$ cat config.mk
export PLATFORM = sky130hd
export DESIGN_NAME = sd_spi_card_init_sequencer_unit
export DESIGN_NICKNAME = d
export VERILOG_FILES = /design/src/rtl/sdi_pkg.sv /design/src/rtl/sdi_cfg.sv /design/src/rtl/sdi_step.sv /design/src/rtl/sd_spi_card_init_sequencer_unit.sv
export SDC_FILE = /design/constraint.sdc
export NUM_CORES = 1
export LEC_CHECK = 0
export ABC_AREA = 0
export BUFFER_PORTS_ARGS = -buffer_cell sky130_fd_sc_hd__buf_2
export CORE_MARGIN = 2
export CORE_UTILIZATION = 39
export DETAILED_ROUTE_END_ITERATION = 8
export GPL_TIMING_DRIVEN = 0
export HOLD_SLACK_MARGIN = 0.15
export SLEW_MARGIN = 20
export SYNTH_ARGS = -nofsm -noshare
export SYNTH_HDL_FRONTEND = slang
export SYNTH_SLANG_ARGS = --single-unit
$ cat constraint.sdc
create_clock -name clk -period 3.5 [get_ports clk]
set_input_delay 0.35 -clock clk [delete_from_list [all_inputs] [get_ports clk]]
set_output_delay 0.35 -clock clk [all_outputs]
set_load 0.02 [all_outputs]
$ cat src/rtl/sdi_pkg.sv
// Shared types and constants for the SD card SPI-mode start-up sequencer.
// No dependencies; imported by every module of the block.
package sdi_pkg;

  // Command indexes issued to the card
  localparam logic [5:0] CMD_GO_IDLE    = 6'd0;
  localparam logic [5:0] CMD_SEND_OP    = 6'd1;
  localparam logic [5:0] CMD_IF_COND    = 6'd8;
  localparam logic [5:0] CMD_SET_BLKLEN = 6'd16;
  localparam logic [5:0] CMD_APP_OP     = 6'd41;
  localparam logic [5:0] CMD_READ_OCR   = 6'd58;

  localparam logic [31:0] ARG_IF_COND = 32'h0000_01AA;
  localparam logic [31:0] ARG_HCS     = 32'h4000_0000;
  localparam logic [31:0] ARG_BLKLEN  = 32'd512;
  localparam logic [7:0]  R1_IDLE     = 8'h01;
  localparam logic [7:0]  R7_VHS      = 8'h01;
  localparam logic [7:0]  R7_PATTERN  = 8'hAA;

  // Card type bits
  localparam logic [3:0] CT_NONE    = 4'h0;
  localparam logic [3:0] CT_MMC     = 4'h1;
  localparam logic [3:0] CT_SD1     = 4'h2;
  localparam logic [3:0] CT_SD2     = 4'h4;
  localparam logic [3:0] CT_BLKADDR = 4'h8;

  // Register map
  localparam int         CFG_AW = 4;
  localparam logic [1:0] REG_RETRY_LIMIT   = 2'd0;
  localparam logic [1:0] REG_RETRY_WAIT    = 2'd1;
  localparam logic [1:0] REG_POWER_UP_WAIT = 2'd2;

  localparam logic [15:0] RETRY_LIMIT_RST   = 16'd1000;
  localparam logic [15:0] RETRY_WAIT_RST    = 16'd20;
  localparam logic [15:0] POWER_UP_WAIT_RST = 16'd200;

  localparam logic KIND_START    = 1'b0;
  localparam logic KIND_RESPONSE = 1'b1;

  typedef enum logic [3:0] {
    PH_IDLE   = 4'd0,
    PH_CMD0   = 4'd1,
    PH_CMD8   = 4'd2,
    PH_V2LOOP = 4'd3,
    PH_CMD58  = 4'd4,
    PH_PROBE  = 4'd5,
    PH_V1LOOP = 4'd6,
    PH_CMD16  = 4'd7
  } phase_t;

  typedef struct packed {
    logic [15:0] retry_limit;
    logic [15:0] retry_wait;
    logic [15:0] power_up_wait;
  } cfg_t;

  typedef struct packed {
    phase_t      phase;
    logic [15:0] retries_left;
    logic [3:0]  type_found;
    logic [5:0]  loop_command;
    logic        disk_uninitialized;
  } seq_state_t;

  typedef struct packed {
    logic        kind;
    logic [7:0]  drive;
    logic [7:0]  r1;
    logic [31:0] trailing;
  } item_t;

  typedef struct packed {
    logic [5:0]  cmd_index;
    logic [31:0] cmd_arg;
    logic        app_cmd;
    logic [15:0] wait_units;
    logic        dummy_clocks;
    logic        high_speed;
    logic        read_trailing;
    logic        done_res;
    logic [3:0]  card_type;
    logic        not_ready;
  } result_t;

endpackage

$ cat src/rtl/sdi_cfg.sv
// APB-style register file: retry limit, retry wait and power-up wait.
// Depends on sdi_pkg.
module sdi_cfg (
  input  logic                      clk,
  input  logic                      rst,
  input  logic                      psel,
  input  logic                      penable,
  input  logic                      pwrite,
  input  logic [sdi_pkg::CFG_AW-1:0] paddr,
  input  logic [31:0]               pwdata,
  output logic [31:0]               prdata,
  output logic                      pready,
  output sdi_pkg::cfg_t             cfg
);
  import sdi_pkg::*;

  logic [1:0] reg_sel;
  logic       wr_en;

  assign pready  = 1'b1;
  assign reg_sel = paddr[CFG_AW-1:2];
  assign wr_en   = psel && penable && pwrite && pready;

  always_ff @(posedge clk) begin
    if (rst) begin
      cfg.retry_limit   <= RETRY_LIMIT_RST;
      cfg.retry_wait    <= RETRY_WAIT_RST;
      cfg.power_up_wait <= POWER_UP_WAIT_RST;
    end else if (wr_en) begin
      unique case (reg_sel)
        REG_RETRY_LIMIT:   cfg.retry_limit   <= pwdata[15:0];
        REG_RETRY_WAIT:    cfg.retry_wait    <= pwdata[15:0];
        REG_POWER_UP_WAIT: cfg.power_up_wait <= pwdata[15:0];
        default: ;
      endcase
    end
  end

  always_comb begin
    unique case (reg_sel)
      REG_RETRY_LIMIT:   prdata = {16'd0, cfg.retry_limit};
      REG_RETRY_WAIT:    prdata = {16'd0, cfg.retry_wait};
      REG_POWER_UP_WAIT: prdata = {16'd0, cfg.power_up_wait};
      default:           prdata = 32'd0;
    endcase
  end

endmodule

$ cat src/rtl/sdi_step.sv
// Next-step logic of the sequencer: from the current state and one item,
// the next state and the command or final word. Depends on sdi_pkg.
module sdi_step (
  input  sdi_pkg::seq_state_t st,
  input  sdi_pkg::cfg_t       cfg,
  input  sdi_pkg::item_t      item,
  output sdi_pkg::seq_state_t st_next,
  output logic                has_result,
  output sdi_pkg::result_t    res
);
  import sdi_pkg::*;

  logic        fin;
  logic [3:0]  fin_type;
  logic        lstart;
  phase_t      lphase;
  logic [5:0]  lcmd;
  logic        lfail;
  logic [15:0] dec;

  assign dec = st.retries_left - {15'd0, (st.retries_left != 16'd0)};

  always_comb begin
    st_next    = st;
    res        = '0;
    has_result = 1'b0;
    fin        = 1'b0;
    fin_type   = CT_NONE;
    lstart     = 1'b0;
    lphase     = PH_V2LOOP;
    lcmd       = CMD_APP_OP;
    lfail      = 1'b0;

    if (item.kind == KIND_START) begin
      has_result = 1'b1;
      if (item.drive != 8'd0) begin
        st_next.phase = PH_IDLE;
        res.done_res  = 1'b1;
        res.card_type = CT_NONE;
        res.not_ready = 1'b1;
      end else begin
        st_next.phase        = PH_CMD0;
        st_next.type_found   = CT_NONE;
        st_next.retries_left = 16'd0;
        res.cmd_index        = CMD_GO_IDLE;
        res.wait_units       = cfg.power_up_wait;
        res.dummy_clocks     = 1'b1;
      end
    end else begin
      unique case (st.phase)
        PH_CMD0: begin
          if (item.r1 != R1_IDLE) begin
            fin = 1'b1;
          end else begin
            st_next.phase     = PH_CMD8;
            has_result        = 1'b1;
            res.cmd_index     = CMD_IF_COND;
            res.cmd_arg       = ARG_IF_COND;
            res.high_speed    = 1'b1;
            res.read_trailing = 1'b1;
          end
        end
        PH_CMD8: begin
          if (item.r1 == R1_IDLE) begin
            // SDv2: echo of voltage range and check pattern must match
            if (item.trailing[15:8] != R7_VHS || item.trailing[7:0] != R7_PATTERN) begin
              fin = 1'b1;
            end else begin
              lstart = 1'b1;
              lphase = PH_V2LOOP;
              lcmd   = CMD_APP_OP;
            end
          end else begin
            st_next.phase  = PH_PROBE;
            has_result     = 1'b1;
            res.cmd_index  = CMD_APP_OP;
            res.app_cmd    = 1'b1;
            res.high_speed = 1'b1;
          end
        end
        PH_V2LOOP: begin
          if (item.r1 != 8'd0) begin
            lfail = 1'b1;
          end else begin
            st_next.phase     = PH_CMD58;
            has_result        = 1'b1;
            res.cmd_index     = CMD_READ_OCR;
            res.high_speed    = 1'b1;
            res.read_trailing = 1'b1;
          end
        end
        PH_CMD58: begin
          fin = 1'b1;
          if (item.r1 == 8'd0) begin
            // CCS bit of the OCR selects block addressing
            fin_type = item.trailing[30] ? (CT_SD2 | CT_BLKADDR) : CT_SD2;
          end
        end
        PH_PROBE: begin
          lstart = 1'b1;
          lphase = PH_V1LOOP;
          if (item.r1 <= R1_IDLE) begin
            st_next.type_found = CT_SD1;
            lcmd               = CMD_APP_OP;
          end else begin
            st_next.type_found = CT_MMC;
            lcmd               = CMD_SEND_OP;
          end
        end
        PH_V1LOOP: begin
          if (item.r1 != 8'd0) begin
            lfail = 1'b1;
          end else begin
            st_next.phase  = PH_CMD16;
            has_result     = 1'b1;
            res.cmd_index  = CMD_SET_BLKLEN;
            res.cmd_arg    = ARG_BLKLEN;
            res.high_speed = 1'b1;
          end
        end
        PH_CMD16: begin
          fin = 1'b1;
          if (item.r1 == 8'd0) fin_type = st.type_found;
        end
        default: ;
      endcase
    end

    if (lstart) begin
      st_next.loop_command = lcmd;
      if (cfg.retry_limit == 16'd0) begin
        fin = 1'b1;
      end else begin
        st_next.retries_left = cfg.retry_limit;
        st_next.phase        = lphase;
        has_result           = 1'b1;
        res.cmd_index        = lcmd;
        res.cmd_arg          = (lphase == PH_V2LOOP) ? ARG_HCS : 32'd0;
        res.app_cmd          = (lcmd == CMD_APP_OP);
        res.high_speed       = 1'b1;
      end
    end

    if (lfail) begin
      st_next.retries_left = dec;
      if (dec == 16'd0) begin
        fin = 1'b1;
      end else begin
        has_result     = 1'b1;
        res.cmd_index  = st.loop_command;
        res.cmd_arg    = (st.phase == PH_V2LOOP) ? ARG_HCS : 32'd0;
        res.app_cmd    = (st.loop_command == CMD_APP_OP);
        res.wait_units = cfg.retry_wait;
        res.high_speed = 1'b1;
      end
    end

    if (fin) begin
      st_next.type_found         = fin_type;
      st_next.disk_uninitialized = (fin_type == CT_NONE);
      st_next.phase              = PH_IDLE;
      has_result                 = 1'b1;
      res                        = '0;
      res.done_res               = 1'b1;
      res.card_type              = fin_type;
      res.not_ready              = (fin_type == CT_NONE);
    end
  end

endmodule

$ cat src/rtl/sd_spi_card_init_sequencer_unit.sv
// Top level of the SD card SPI-mode start-up sequencer.
// Depends on sdi_pkg, sdi_cfg and sdi_step.
//
// Usage:
//   Slave stream: s_tuser is the item kind (0 start, 1 card response);
//   s_tdata carries the drive number, the R1 byte and the four trailing bytes.
//   Master stream: one word per item that produces a result; m_tuser is 1 for
//   the final word (card type and not-ready flag), 0 for a command word.
//   A response that arrives while no sequence runs produces no word.
//   An accepted item passes through the input register, then the result
//   register, to the master side. Throughput: one item per cycle while the
//   receiver does not stall; the sequencer state is updated in one pass of
//   the step logic as the item moves from the input register into the result
//   register. When the receiver stalls, the result register holds its word
//   and the input register holds one more item; s_tready drops only while
//   both are full.
//   Reset (rst, synchronous) empties both registers, returns the sequencer to
//   idle with the disk marked uninitialized and loads the register defaults
//   (retry limit 1000, retry wait 20, power-up wait 200).
//   Registers: 0x0 retry limit, 0x4 retry wait, 0x8 power-up wait; write only
//   while the block is idle.
module sd_spi_card_init_sequencer_unit (
  input  logic                      clk,
  input  logic                      rst,
  input  logic                      s_tvalid,
  output logic                      s_tready,
  input  logic [47:0]               s_tdata,  // drive[7:0], r1[15:8], trailing[47:16]
  input  logic                      s_tuser,  // kind
  output logic                      m_tvalid,
  input  logic                      m_tready,
  // cmd_index[5:0], cmd_arg[37:6], app_cmd[38], wait_units[54:39],
  // dummy_clocks[55], high_speed[56], read_trailing[57], card_type[61:58],
  // not_ready[62], zero[63]
  output logic [63:0]               m_tdata,
  output logic                      m_tuser,  // done_res
  input  logic                      psel,
  input  logic                      penable,
  input  logic                      pwrite,
  input  logic [sdi_pkg::CFG_AW-1:0] paddr,
  input  logic [31:0]               pwdata,
  output logic [31:0]               prdata,
  output logic                      pready
);
  import sdi_pkg::*;

  cfg_t       cfg;
  seq_state_t st;
  seq_state_t st_next;
  item_t      in_item;
  logic       in_valid;
  result_t    res;
  result_t    res_next;
  logic       has_result;
  logic       advance;

  sdi_cfg u_cfg (
    .clk     (clk),
    .rst     (rst),
    .psel    (psel),
    .penable (penable),
    .pwrite  (pwrite),
    .paddr   (paddr),
    .pwdata  (pwdata),
    .prdata  (prdata),
    .pready  (pready),
    .cfg     (cfg)
  );

  sdi_step u_step (
    .st         (st),
    .cfg        (cfg),
    .item       (in_item),
    .st_next    (st_next),
    .has_result (has_result),
    .res        (res_next)
  );

  assign advance  = in_valid && (!m_tvalid || m_tready);
  assign s_tready = !in_valid || advance;

  // Input register
  always_ff @(posedge clk) begin
    if (rst) begin
      in_valid <= 1'b0;
    end else if (s_tready) begin
      in_valid <= s_tvalid;
    end
  end

  always_ff @(posedge clk) begin
    if (s_tready && s_tvalid) begin
      in_item.kind     <= s_tuser;
      in_item.drive    <= s_tdata[7:0];
      in_item.r1       <= s_tdata[15:8];
      in_item.trailing <= s_tdata[47:16];
    end
  end

  // Sequencer state
  always_ff @(posedge clk) begin
    if (rst) begin
      st.phase              <= PH_IDLE;
      st.retries_left       <= 16'd0;
      st.type_found         <= CT_NONE;
      st.loop_command       <= 6'd0;
      st.disk_uninitialized <= 1'b1;
    end else if (advance) begin
      st <= st_next;
    end
  end

  // Result register
  always_ff @(posedge clk) begin
    if (rst) begin
      m_tvalid <= 1'b0;
    end else if (!m_tvalid || m_tready) begin
      m_tvalid <= in_valid && has_result;
    end
  end

  always_ff @(posedge clk) begin
    if (advance) res <= res_next;
  end

  assign m_tuser = res.done_res;
  assign m_tdata = {1'b0, res.not_ready, res.card_type, res.read_trailing,
                    res.high_speed, res.dummy_clocks, res.wait_units,
                    res.app_cmd, res.cmd_arg, res.cmd_index};

  // A final word reports not-ready exactly when no card type was found
  assert property (@(posedge clk) disable iff (rst)
    m_tvalid && m_tuser |-> (m_tdata[62] == (m_tdata[61:58] == CT_NONE)))
    else $error("final word not-ready flag disagrees with card type");

  // A command word carries no card type and no not-ready flag
  assert property (@(posedge clk) disable iff (rst)
    m_tvalid && !m_tuser |-> (m_tdata[61:58] == CT_NONE) && !m_tdata[62])
    else $error("command word carries final-word fields");

  // A leave-idle loop always has attempts left
  assert property (@(posedge clk) disable iff (rst)
    (st.phase == PH_V2LOOP || st.phase == PH_V1LOOP) |-> st.retries_left != 16'd0)
    else $error("retry loop active with no attempts left");

  // Input side stalls only behind a held result word
  assert property (@(posedge clk) disable iff (rst)
    !s_tready |-> in_valid && m_tvalid && !m_tready)
    else $error("input stalled without a held result");

endmodule

==> metrics.md <==
| Metric | Value |
|---|---|
| Status | complete, no violations |
| Full die area | 0.0189 mm² |
| Final Util | 51.7% |
| CTS Buf Count | 17 |
| Final Cell Area | 0.00898 mm² |
| Reg2reg setup slack | 250 ps |
| Cell taking the most area after synthesis | edfxtp_1 |
| Slew Viols, Final | 0 |
| Clk pin slew, worst setup/hold paths | 60 ps |
| WHS Endpoint | in_valid |
| Synth top area share | 29.4% |
| I/O pin cnt | 192 |
| Vias in the first global route | 5571 |
| Initial antenna violation count | 0 |
| PortBufs | 114 |
| Met1 Wirelength | 8500 µm |
| Share of layout cells above drive strength 1 | 23.2% |
| R2r startpoint | st[22] |
| DR vias/cell | 5.23 |
| First drt pass iteration count | 7 |
| Initial detailed-routing violation count | 602 |
| Largest net degree at the start of global routing | 35 |
| Crit Path Category | reg2reg |
| H-tree depth | 4 |
| Max VDD drop | 0.342 mV |
| Met3 WL | 1580 µm |
| Crit path required time | 3670 ps |
| Endpoints failing setup | 0 |
| Hold Path Depth | 3 |
| Final hold vios | 0 |
| Clock Tree Buf Depth | 2 |
| Number of synthesized register bits | 144 |
| Via count | 6179 |
| Synthesized area | 0.00694 mm² |
| Ant diodes | 0 |
| Most common cell in the netlist | nand2_1 |
| Async SR Flop Fraction | 0% |
| Synth Flop Type | dfxtp_1 |
| Die H | 137 µm |
| CP cell instances | nor4_4, nand2_1, nor3_2, nand4_1, ha_1, ha_1, nor3b_4, a21o_1, a2111oi_1, a31oi_1, buf_4, a31oi_1, nor2_1 |
| Met2 routed WL | 8770 µm |
| Worst R2R Path Depth | 13 |
| TritonCTS Sinks | 144 |
| TNS Setup | 0 ps |
| Crit Path Max Fanout | 10 |
| Reg-to-reg endpoint | m_tdata[36] |
| Drt wl/cell | 16.2 µm |
| Final min period | 3250 ps |
| First-pass GRT wire length | 29400 µm |
| CP peak stage delay | 360 ps |
| Library cells used by synthesis | 66 |
| Grt total ovfl | 0 |
| Crit path DAT | 3430 ps |
| Post-route clock skew | 6.71 ps |
| Post-synthesis sequential area ratio | 51.4% |
| DRC errors left | 0 |
| Starting Density | 40.0% |
| Tightest Pin Transition | 953 ps |
| Clk root buf | clkbuf_16 |
| Place WS | -190 ps |
| Period utilization | 93.0% |
| # fillers | 1587 |
| Placed Instance Area | 0.00797 mm² |
| DR top layer | met4 |
| Leak pwr | 3.57 nW |
| Nets | 1038 |
| Post-DP HPWL | 13800 µm |
| Tightest Hold Check Type | in2reg |
| Yosys warns | 0 |
| Pwr dens | 450 mW/mm² |
| Core Area | 0.0174 mm² |
| Commonest cells post-synth | nand2_1 (138), dfxtp_1 (76), edfxtp_1 (68), a21oi_1 (67), buf_4 (49) |
| FMAX | 307 MHz |
| HP Start | s_tvalid |
| Max_cap viols | 0 |
| Synth area leaders | edfxtp_1 (29%), dfxtp_1 (22%), nand2_1 (7.5%), buf_4 (5.3%), a21oi_1 (4.8%) |
| Std cell rows | 48 |
| Gp weighted congestion | 0.906 |
| Mapped Cells | 732 |
| Gr usage total | 20.3% |
| Post-route ant nets | 0 |
| Worst skew pair latency | 430 ps |
| Crit path launch type | flip-flop |
| Total power | 4.04 mW |
| Syn_area_per_cell | 9.48 µm² |
| Post-synth EDFFs | 68 |
| CTS tree | built |
| Crit path capture type | flip-flop |
| Synthesis-to-finish area growth | 29.4% |
| Die W | 137 µm |
| Drt total wl | 19100 µm |
| Final Worst Setup Slack | 247 ps |
| Slew margin rel. | 36.1% |
| Worst path slowest cell | dfxtp_1 |
==> stage by stage <==
| step | hold WS (ps) | instances |
|---|---|---|
| global placement | 457 | 1113 |
| CTS | 152 | 1182 |
| global route | 181 | 1182 |
| finish | 161 | 1182 |
| detailed placement | 462 | 1114 |
| floorplan | 432 | 774 |
==> timing repair <==
item / in CTS / in global routing
buffers inserted: 2 / 1
hold buffers: 34 / 0
pin swaps: 1 / 2
gates resized for setup: 3 / 4
setup endpoints to repair: 27 / 29
hold endpoints to repair: 34 / 0
==> registers in the layout, indices dropped and copies added (netlist names) <==
register   cells
u_cfg.cfg     48
in_item       34
m_tdata       33
st            26
in_valid       1
m_tuser        1
m_tvalid       1
==> critical path, delay by kind of cell, from the launching register on <==
kind	cells	cell delay, ps
and+or+nand+nor	6	1070
AOI/OAI and AO/OA	4	900
adders and majority gates	2	460
DFF	1	360
buffers and inverters	1	220
==> worst max-delay path by stage <==
stage | start | end | slack (ps)
after floorplan | st[17] | m_tdata[36] | 330
after detailed placement | st[21] | m_tdata[56] | -190
final | st[22] | m_tdata[36] | 250
after global placement | st[21] | m_tdata[56] | -160
after global routing | st[22] | m_tdata[36] | -10
after CTS | st[21] | m_tdata[36] | 4
==> placed cells by master (no fill, tap or decap), drive strengths merged, types with 6 or more instances in the layout <==
master / instances
nor4: 14
nor2: 24
o21ai: 41
clkbuf: 48
inv: 13
mux2i: 18
a21oi: 67
o31ai: 9
or3: 6
nand3: 28
and2: 6
buf: 177
a22oi: 9
conb: 44
a22o: 16
nor3: 21
edfxtp: 68
dfxtp: 76
nand2: 138
clkinv: 7
nand4: 12
dlygate4sd3: 34
==> layer usage <==
metal  vias to the layer above  global-route usage, %
met5                         -                      0
met4                         0                   6.13
li1                       3006                      -
met1                      2849                   28.0
met2                       299                   32.0
met3                        25                   4.56
==> report_power, final <==
group	leakage, nW	internal, mW	total, mW	switching, mW
combinational	2.01	0.136	0.348	0.212
sequential	1.27	1.81	1.84	0.0230
clock	0.293	1.14	1.86	0.713
total	3.57	3.09	4.04	0.949
==> cell type report <==
| type | count | area, µm² | share of cell area (%) |
|---|---|---|---|
| clock inverter | 12 | 159 | 1.77 |
| multi-input combinational | 530 | 3000 | 33.4 |
| inverter | 12 | 45.0 | 0.502 |
| tap | 225 | 282 | 3.14 |
| sequential | 144 | 3560 | 39.7 |
| buffer | 87 | 527 | 5.87 |
| clock buffer | 20 | 447 | 4.98 |
| timing repair buffer | 152 | 953 | 10.6 |
==> logic make-up (layout without fill, tap and decap cells) <==
kind of cell | after synthesis | count (layout) | synth area share (%)
xor+xnor | 9 | 9 | 1.14
other cells | 2 | 44 | 0.108
fa+ha+maj | 2 | 2 | 0.361
mux | 19 | 19 | 2.76
simple gates | 277 | 277 | 19.2
flops | 144 | 144 | 51.4
buf+inv | 100 | 283 | 8.30
compound gates | 179 | 179 | 16.7
Power figures use the tool's default switching activity.
